**src/rtl/core/gwd_pkg.sv**
```systemverilog
// Shared types, constants and helper functions for the gradient-weighted demosaic.
// Used by gwd_ctrl, gwd_datapath and the top level; depends on nothing else.
package gwd_pkg;

   localparam int MAX_WIDTH    = 4096;
   localparam int SAMPLE_BITS  = 16;
   localparam int COL_BITS     = $clog2(MAX_WIDTH);
   localparam int LS_ADDR_BITS = COL_BITS + 2;
   localparam int LS_DEPTH     = 4 * MAX_WIDTH;
   localparam int PATTERN_BITS = 36;
   localparam int WIDTH_BITS   = 13;
   localparam int HEIGHT_BITS  = 16;
   localparam int ROW_BITS     = 16;
   localparam int WT_BITS      = 13;
   localparam int PROD_BITS    = SAMPLE_BITS + WT_BITS;
   localparam int ACC_BITS     = 34;
   localparam int WSUM_BITS    = 18;
   localparam int MIN_DIM      = 5;

   localparam logic [PATTERN_BITS-1:0] PATTERN_TOP_RESET    = 36'd8666026500;
   localparam logic [PATTERN_BITS-1:0] PATTERN_BOTTOM_RESET = 36'd4433781000;
   localparam logic [WIDTH_BITS-1:0]   WIDTH_RESET          = 13'd1920;
   localparam logic [HEIGHT_BITS-1:0]  HEIGHT_RESET         = 16'd1080;

   localparam logic [WT_BITS-1:0] WROM [5][3] = '{
      '{13'd3724, 13'd7447, 13'd745},
      '{13'd2705, 13'd5410, 13'd541},
      '{13'd1950, 13'd3901, 13'd390},
      '{13'd1753, 13'd3507, 13'd351},
      '{13'd1399, 13'd2797, 13'd280}
   };

   typedef enum logic [1:0] {
      CSR_PATTERN_TOP    = 2'd0,
      CSR_PATTERN_BOTTOM = 2'd1,
      CSR_FRAME_WIDTH    = 2'd2,
      CSR_FRAME_HEIGHT   = 2'd3
   } csr_index_type;

   typedef enum logic [1:0] {
      COLOUR_GREEN = 2'd0,
      COLOUR_RED   = 2'd1,
      COLOUR_BLUE  = 2'd2
   } colour_type;

   typedef enum logic [3:0] {
      ST_IDLE,
      ST_READ,
      ST_COMMIT,
      ST_DECIDE,
      ST_GRAD,
      ST_SUM,
      ST_FLUSH,
      ST_DIV_LOAD,
      ST_DIV_RUN,
      ST_DIV_STORE,
      ST_DONE
   } state_type;

   typedef struct packed {
      logic [SAMPLE_BITS-1:0] sample;
      logic                   frame_start;
   } req_payload_type;

   typedef struct packed {
      logic [SAMPLE_BITS-1:0] red;
      logic [SAMPLE_BITS-1:0] green;
      logic [SAMPLE_BITS-1:0] blue;
      logic [COL_BITS-1:0]    centre_col;
      logic [ROW_BITS-1:0]    centre_row;
      logic                   frame_end;
   } rsp_payload_type;

   typedef struct packed {
      logic       accept;
      logic       rd_en;
      logic [1:0] rd_line;
      logic       cap_en;
      logic [1:0] cap_slot;
      logic       commit;
      logic       grad_en;
      logic [2:0] grad_dir;
      logic       sum_en;
      logic [2:0] win_row;
      logic [2:0] win_col;
      logic       div_load;
      logic       div_step;
      logic       div_store;
      logic [1:0] div_sel;
      logic       load_out;
   } dp_cmd_type;

   typedef struct packed {
      logic emit;
      logic interior;
   } dp_status_type;

   function automatic int compass_x(input logic [2:0] dir);
      int v;
      case (dir)
         3'd2, 3'd4, 3'd6: v = -1;
         3'd3, 3'd5, 3'd7: v = 1;
         default:          v = 0;
      endcase
      return v;
   endfunction

   function automatic int compass_y(input logic [2:0] dir);
      int v;
      case (dir)
         3'd0, 3'd4, 3'd5: v = -1;
         3'd1, 3'd6, 3'd7: v = 1;
         default:          v = 0;
      endcase
      return v;
   endfunction

   function automatic logic [2:0] mod6(input logic [3:0] v);
      return (v >= 4'd6) ? 3'(v - 4'd6) : v[2:0];
   endfunction

   function automatic colour_type colour_of(input logic [PATTERN_BITS-1:0] top,
                                            input logic [PATTERN_BITS-1:0] bot,
                                            input logic [2:0] xm,
                                            input logic [2:0] ym);
      logic [PATTERN_BITS-1:0] bits;
      logic [2:0]              rr;
      logic [5:0]              idx;
      logic [1:0]              code;
      colour_type              col;
      bits = (ym < 3'd3) ? top : bot;
      rr   = (ym < 3'd3) ? ym : 3'(ym - 3'd3);
      idx  = 6'(2 * (int'(rr) * 6 + int'(xm)));
      code = 2'(bits >> idx);
      case (code)
         2'd0:    col = COLOUR_GREEN;
         2'd1:    col = COLOUR_RED;
         default: col = COLOUR_BLUE;
      endcase
      return col;
   endfunction

   function automatic logic [WT_BITS-1:0] weight_of(input logic [2:0] dir,
                                                    input logic [2:0] rx,
                                                    input logic [2:0] ry);
      int dx, dy, cx, cy, p, n, m, f, cls;
      logic [WT_BITS-1:0] w;
      dx = int'(rx) - 2;
      dy = int'(ry) - 2;
      cx = compass_x(dir);
      cy = compass_y(dir);
      p  = dx * cx + dy * cy;
      n  = dx * dx + dy * dy;
      m  = cx * cx + cy * cy;
      case (n)
         2:       cls = 1;
         4:       cls = 2;
         5:       cls = 3;
         8:       cls = 4;
         default: cls = 0;
      endcase
      if (25 * p * p > 16 * n * m) begin
         f = 1;
      end else if (p == 0) begin
         f = 2;
      end else begin
         f = 0;
      end
      w = (n == 0) ? '0 : WROM[cls][f];
      return w;
   endfunction

endpackage

```
**src/rtl/core/gwd_ctrl.sv**
```systemverilog
// Sequencer for the demosaic: input handshake, phase control and result valid.
// Depends on gwd_pkg; drives gwd_datapath through dp_cmd_type.
module gwd_ctrl (
   input  logic                   clock,
   input  logic                   reset,
   input  logic                   req_valid,
   output logic                   req_stall,
   output logic                   rsp_valid,
   input  logic                   rsp_stall,
   input  gwd_pkg::dp_status_type status,
   output gwd_pkg::dp_cmd_type    cmd
);

   gwd_pkg::state_type state_ff, state_in;
   logic [4:0] step_ff, step_in;
   logic [2:0] rx_ff, rx_in;
   logic [2:0] ry_ff, ry_in;
   logic [1:0] colour_ff, colour_in;
   logic       rsp_valid_ff, rsp_valid_in;
   logic       out_free;

   assign req_stall = (state_ff != gwd_pkg::ST_IDLE);
   assign rsp_valid = rsp_valid_ff;
   assign out_free  = !rsp_valid_ff || !rsp_stall;

   always_comb begin
      state_in = state_ff;
      case (state_ff)
         gwd_pkg::ST_IDLE: begin
            if (req_valid) state_in = gwd_pkg::ST_READ;
         end
         gwd_pkg::ST_READ: begin
            if (step_ff == 5'd4) state_in = gwd_pkg::ST_COMMIT;
         end
         gwd_pkg::ST_COMMIT: state_in = gwd_pkg::ST_DECIDE;
         gwd_pkg::ST_DECIDE: begin
            if (!status.emit) begin
               state_in = gwd_pkg::ST_IDLE;
            end else if (!status.interior) begin
               state_in = gwd_pkg::ST_DONE;
            end else begin
               state_in = gwd_pkg::ST_GRAD;
            end
         end
         gwd_pkg::ST_GRAD: begin
            if (step_ff == 5'd7) state_in = gwd_pkg::ST_SUM;
         end
         gwd_pkg::ST_SUM: begin
            if (rx_ff == 3'd4 && ry_ff == 3'd4) state_in = gwd_pkg::ST_FLUSH;
         end
         gwd_pkg::ST_FLUSH: state_in = gwd_pkg::ST_DIV_LOAD;
         gwd_pkg::ST_DIV_LOAD: state_in = gwd_pkg::ST_DIV_RUN;
         gwd_pkg::ST_DIV_RUN: begin
            if (step_ff == 5'd15) state_in = gwd_pkg::ST_DIV_STORE;
         end
         gwd_pkg::ST_DIV_STORE: begin
            state_in = (colour_ff == 2'd2) ? gwd_pkg::ST_DONE : gwd_pkg::ST_DIV_LOAD;
         end
         gwd_pkg::ST_DONE: begin
            if (out_free) state_in = gwd_pkg::ST_IDLE;
         end
         default: state_in = gwd_pkg::ST_IDLE;
      endcase
   end

   always_comb begin
      step_in   = step_ff;
      rx_in     = rx_ff;
      ry_in     = ry_ff;
      colour_in = colour_ff;
      case (state_ff)
         gwd_pkg::ST_IDLE:   step_in = '0;
         gwd_pkg::ST_READ:   step_in = (step_ff == 5'd4) ? '0 : step_ff + 5'd1;
         gwd_pkg::ST_DECIDE: step_in = '0;
         gwd_pkg::ST_GRAD: begin
            step_in = step_ff + 5'd1;
            rx_in   = '0;
            ry_in   = '0;
         end
         gwd_pkg::ST_SUM: begin
            if (rx_ff == 3'd4) begin
               rx_in = '0;
               ry_in = ry_ff + 3'd1;
            end else begin
               rx_in = rx_ff + 3'd1;
            end
         end
         gwd_pkg::ST_FLUSH:    colour_in = '0;
         gwd_pkg::ST_DIV_LOAD: step_in = '0;
         gwd_pkg::ST_DIV_RUN:  step_in = step_ff + 5'd1;
         gwd_pkg::ST_DIV_STORE: colour_in = colour_ff + 2'd1;
         default: step_in = step_ff;
      endcase
   end

   always_comb begin
      cmd          = '0;
      rsp_valid_in = rsp_stall ? rsp_valid_ff : 1'b0;
      case (state_ff)
         gwd_pkg::ST_IDLE: cmd.accept = req_valid;
         gwd_pkg::ST_READ: begin
            cmd.rd_en    = (step_ff < 5'd4);
            cmd.rd_line  = step_ff[1:0];
            cmd.cap_en   = (step_ff != 5'd0);
            cmd.cap_slot = 2'(step_ff - 5'd1);
         end
         gwd_pkg::ST_COMMIT: cmd.commit = 1'b1;
         gwd_pkg::ST_GRAD: begin
            cmd.grad_en  = 1'b1;
            cmd.grad_dir = step_ff[2:0];
            cmd.win_row  = 3'(2 + 2 * gwd_pkg::compass_y(step_ff[2:0]));
            cmd.win_col  = 3'(2 + 2 * gwd_pkg::compass_x(step_ff[2:0]));
         end
         gwd_pkg::ST_SUM: begin
            cmd.sum_en  = 1'b1;
            cmd.win_row = ry_ff;
            cmd.win_col = rx_ff;
         end
         gwd_pkg::ST_DIV_LOAD: begin
            cmd.div_load = 1'b1;
            cmd.div_sel  = colour_ff;
         end
         gwd_pkg::ST_DIV_RUN: cmd.div_step = 1'b1;
         gwd_pkg::ST_DIV_STORE: begin
            cmd.div_store = 1'b1;
            cmd.div_sel   = colour_ff;
         end
         gwd_pkg::ST_DONE: begin
            if (out_free) begin
               cmd.load_out = 1'b1;
               rsp_valid_in = 1'b1;
            end
         end
         default: cmd = '0;
      endcase
   end

   always_ff @(posedge clock) begin
      if (reset) begin
         state_ff     <= gwd_pkg::ST_IDLE;
         step_ff      <= '0;
         rx_ff        <= '0;
         ry_ff        <= '0;
         colour_ff    <= '0;
         rsp_valid_ff <= 1'b0;
      end else begin
         state_ff     <= state_in;
         step_ff      <= step_in;
         rx_ff        <= rx_in;
         ry_ff        <= ry_in;
         colour_ff    <= colour_in;
         rsp_valid_ff <= rsp_valid_in;
      end
   end

`ifndef SYNTHESIS
   a_accept_reads: assert property (@(posedge clock) disable iff (reset)
      (req_valid && !req_stall) |=> (state_ff == gwd_pkg::ST_READ))
      else $error("accepted item did not start the line store read");

   a_done_loads: assert property (@(posedge clock) disable iff (reset)
      (state_ff == gwd_pkg::ST_DONE && !rsp_valid_ff) |=> rsp_valid_ff)
      else $error("finished item not loaded into the empty result register");

   a_sum_range: assert property (@(posedge clock) disable iff (reset)
      (state_ff == gwd_pkg::ST_SUM) |-> (rx_ff <= 3'd4 && ry_ff <= 3'd4))
      else $error("window step outside the 5x5 window");
`endif

endmodule

```
**config.mk**
```make
export PLATFORM = sky130hd
export DESIGN_NAME = gwd_ctrl
export DESIGN_NICKNAME = d
export VERILOG_FILES = /design/src/rtl/core/gwd_pkg.sv /design/src/rtl/core/gwd_ctrl.sv
export SDC_FILE = /design/constraint.sdc
export NUM_CORES = 1
export LEC_CHECK = 0
export BUFFER_PORTS_ARGS = -buffer_cell sky130_fd_sc_hd__buf_2
export CORE_MARGIN = 2
export CORE_UTILIZATION = 47
export CTS_CLUSTER_DIAMETER = 60
export DETAILED_ROUTE_END_ITERATION = 8
export HOLD_SLACK_MARGIN = 0.15
export PLACE_DENSITY_LB_ADDON = 0.05
export SLEW_MARGIN = 20
export SYNTH_ARGS = -nofsm -noshare
export SYNTH_HDL_FRONTEND = slang
export SYNTH_SLANG_ARGS = --single-unit
```
**constraint.sdc**
```tcl
create_clock -name clock -period 1.4 [get_ports clock]
set_input_delay 0.21 -clock clock [delete_from_list [all_inputs] [get_ports clock]]
set_output_delay 0.21 -clock clock [all_outputs]
set_load 0.03 [all_outputs]
```
==> results.json <==
{
  "antenna_found_initial": 0,
  "globalRouteOverflowTotal": 0,
  "crit_fanout": 4,
  "wl_per_cell_um": 22.65,
  "rows": 19,
  "grt_pass1_wl_um": 7176,
  "cts.clk_slew.worst_paths_ns": 0.13,
  "cts_made_buffers": 3,
  "cts_tree": "yes",
  "failed_checks": "setup timing",
  "syn_avg_cell_area_um2": 7.564,
  "chipWidth_um": 57.22,
  "drive_above_1_share_pct": 61.63,
  "synth_cells": 176,
  "area_delta_synth_final_pct": 90.32,
  "path_class": "flip-flop to primary output",
  "crit_required_ns": 1.19,
  "max_freq_mhz": 539.2,
  "layout.nets": 275,
  "crit_arrival_ns": 1.64,
  "io-pin-count": 33,
  "port_buffers": 32,
  "min_path_cells": 3,
  "ys_warn_count": 0,
  "hpwlAfterDp_um": 2801,
  "wl_um": 6545,
  "grt_use_total_pct": 28.26,
  "htree_num_levels": 1,
  "period_needed_ns": 1.855,
  "fillers": 94,
  "layout_commonest_cell": "buf_4",
  "slew_viol_final": 0,
  "drc": 0,
  "die_y_um": 57.22,
  "tightest_slew_ns": 0.4262,
  "end_kind": "primary output",
  "ir_drop_mv": 1.900,
  "start_kind": "flip-flop",
  "hp-class": "input port to flip-flop",
  "grt_pass1_vias": 1568,
  "worst_slack_ns": -0.4545,
  "place_ws_ns": -0.1233,
  "via_per_inst": 6.526,
  "power.density_nw_per_um2": 1317,
  "p_leak_nw": 1.047,
  "yosys.cell_types.count": 42,
  "die_area_um2": 3274,
  "core_um2": 2734,
  "synthArstFlopShare_pct": 0,
  "whs_ns": 0.2779,
  "max_slew_margin_pct": 71.34,
  "cts_sinks": 18,
  "insertion_delay_ns": 0.31,
  "cap_violations": 0,
  "diodes": 0,
  "place.gp.congestion": 0.8172,
  "drtAntennaViolNets": 0,
  "cts_buffer_depth": 2,
  "synth_seq_cells": 18,
  "yosysSeqAreaShare_pct": 27.07,
  "cts_root_buf": "clkbuf_4",
  "synth-edff-count": 0,
  "finalSetupViolCount": 41,
  "min_period_over_period_pct": 132.5,
  "r2r_cells": 8,
  "status": "finished with violations",
  "postSynthNetCount": 192,
  "num_vias": 1886,
  "drt_iter0_markers": 263,
  "syn_area_um2": 1331,
  "drt_pass1_iterations": 7,
  "start_util_pct": 48.70,
  "synthFlopType": "dfxtp_1",
  "finalHoldViolCount": 0,
  "final_cell_mix": "buf_4 (42), buf_6 (39), nor2_1 (14)",
  "grt_max_degree": 18,
  "clock_skew_ns": 0.006888,
  "rsz0062_at_grt": "true"
}
[synth_stat cells (4+ instances only)]
cell type / n / area share (%)
nor2_1: 23 / 6.5
a21oi_1: 14 / 5.3
nand4_1: 4 / 1.9
o21ai_0: 9 / 3.4
ha_1: 10 / 9.4
nand2_1: 14 / 3.9
nor3_1: 4 / 1.5
buf_2: 6 / 2.3
and3_1: 5 / 2.3
dfxtp_1: 18 / 27
and2_1: 5 / 2.3
a22oi_1: 4 / 2.3
inv_1: 13 / 3.7
[sequential cells by signal (all words and copies together) (netlist names)]
register   flops
colour_ff      2
state_ff       4
rx_ff          3
rsp_valid      1
ry_ff          3
step_ff        5
[cell families (layout without fill, tap and decap cells)]
logic type	Yosys count	in the layout	share of synthesized area, %
compound gates	44	44	21.99
xor+xnor	5	5	3.290
fa+ha+maj	10	10	9.398
buf+inv	25	107	8.459
flops	18	18	27.07
simple gates	74	74	29.79
[worst max-delay path, cell delays in order, from the launching register on]
cell and delay (ns):
dfxtp_4 0.39, buf_6 0.12, buf_4 0.12, nand2b_1 0.12
o22ai_2 0.21, and3_1 0.23, buf_6 0.14
[where the power goes]
| group | switching (mW) | internal, mW | total [mW] |
|---|---|---|---|
| clock | 0.201 | 0.159 | 0.360 |
| combinational | 1.22 | 1.06 | 2.28 |
| sequential | 0.110 | 0.584 | 0.694 |
| total | 1.54 | 1.80 | 3.34 |
[stage by stage]
step                cells  setup TNS [ns]  utilization [%]  power [mW]  area, um^2
floorplan             176         -0.6970                -       1.530        1415
global placement      260         -0.5041            64.90       2.033        1774
detailed placement    260          -1.213            64.90       2.062        1774
CTS                   276          -5.842            80.23       2.803        2193
global route          289          -11.68            92.68       3.424        2534
finish                289          -10.77            92.68       3.337        2534
[path summary, 6_finish.rpt]
path                        startpoint                   endpoint  slack (ns)
min reg2reg  colour_ff[0]$_SDFFE_PP0P_  colour_ff[0]$_SDFFE_PP0P_        0.59
max reg2reg    step_ff[0]$_SDFFE_PP0P_   state_ff[1]$_SDFFE_PP0P_       -0.34
max           state_ff[3]$_SDFFE_PP0P_                     cmd[1]       -0.45
min                          rsp_stall       rsp_valid$_SDFF_PP0_        0.28
[layout make-up]
type | instances | area [um^2] | area share (%)
multi-input cells | 133 | 1187 | 46.86
inverters | 14 | 65.06 | 2.568
repair buffers | 89 | 819.5 | 32.35
flip-flops and latches | 18 | 386.6 | 15.26
well taps | 31 | 38.79 | 1.531
clock buffers | 4 | 36.28 | 1.432
[timing repair]
action | 4_1_cts | 5_1_grt
pin swaps | 20 | 27
setup endpoints to repair | 39 | 41
resized for setup | 92 | 59
hold buffers | 0 | 0
buffers inserted | 12 | 16
[metal layers]
layer	GRT usage [%]	part of all wire, %	up-vias
met2	52.22	48	179
li1	-	-	786
met3	3.401	10	53
met1	32.68	35	868
met4	11.63	6.5	0
met5	0	0	-
Power figures use the tool's default switching activity.
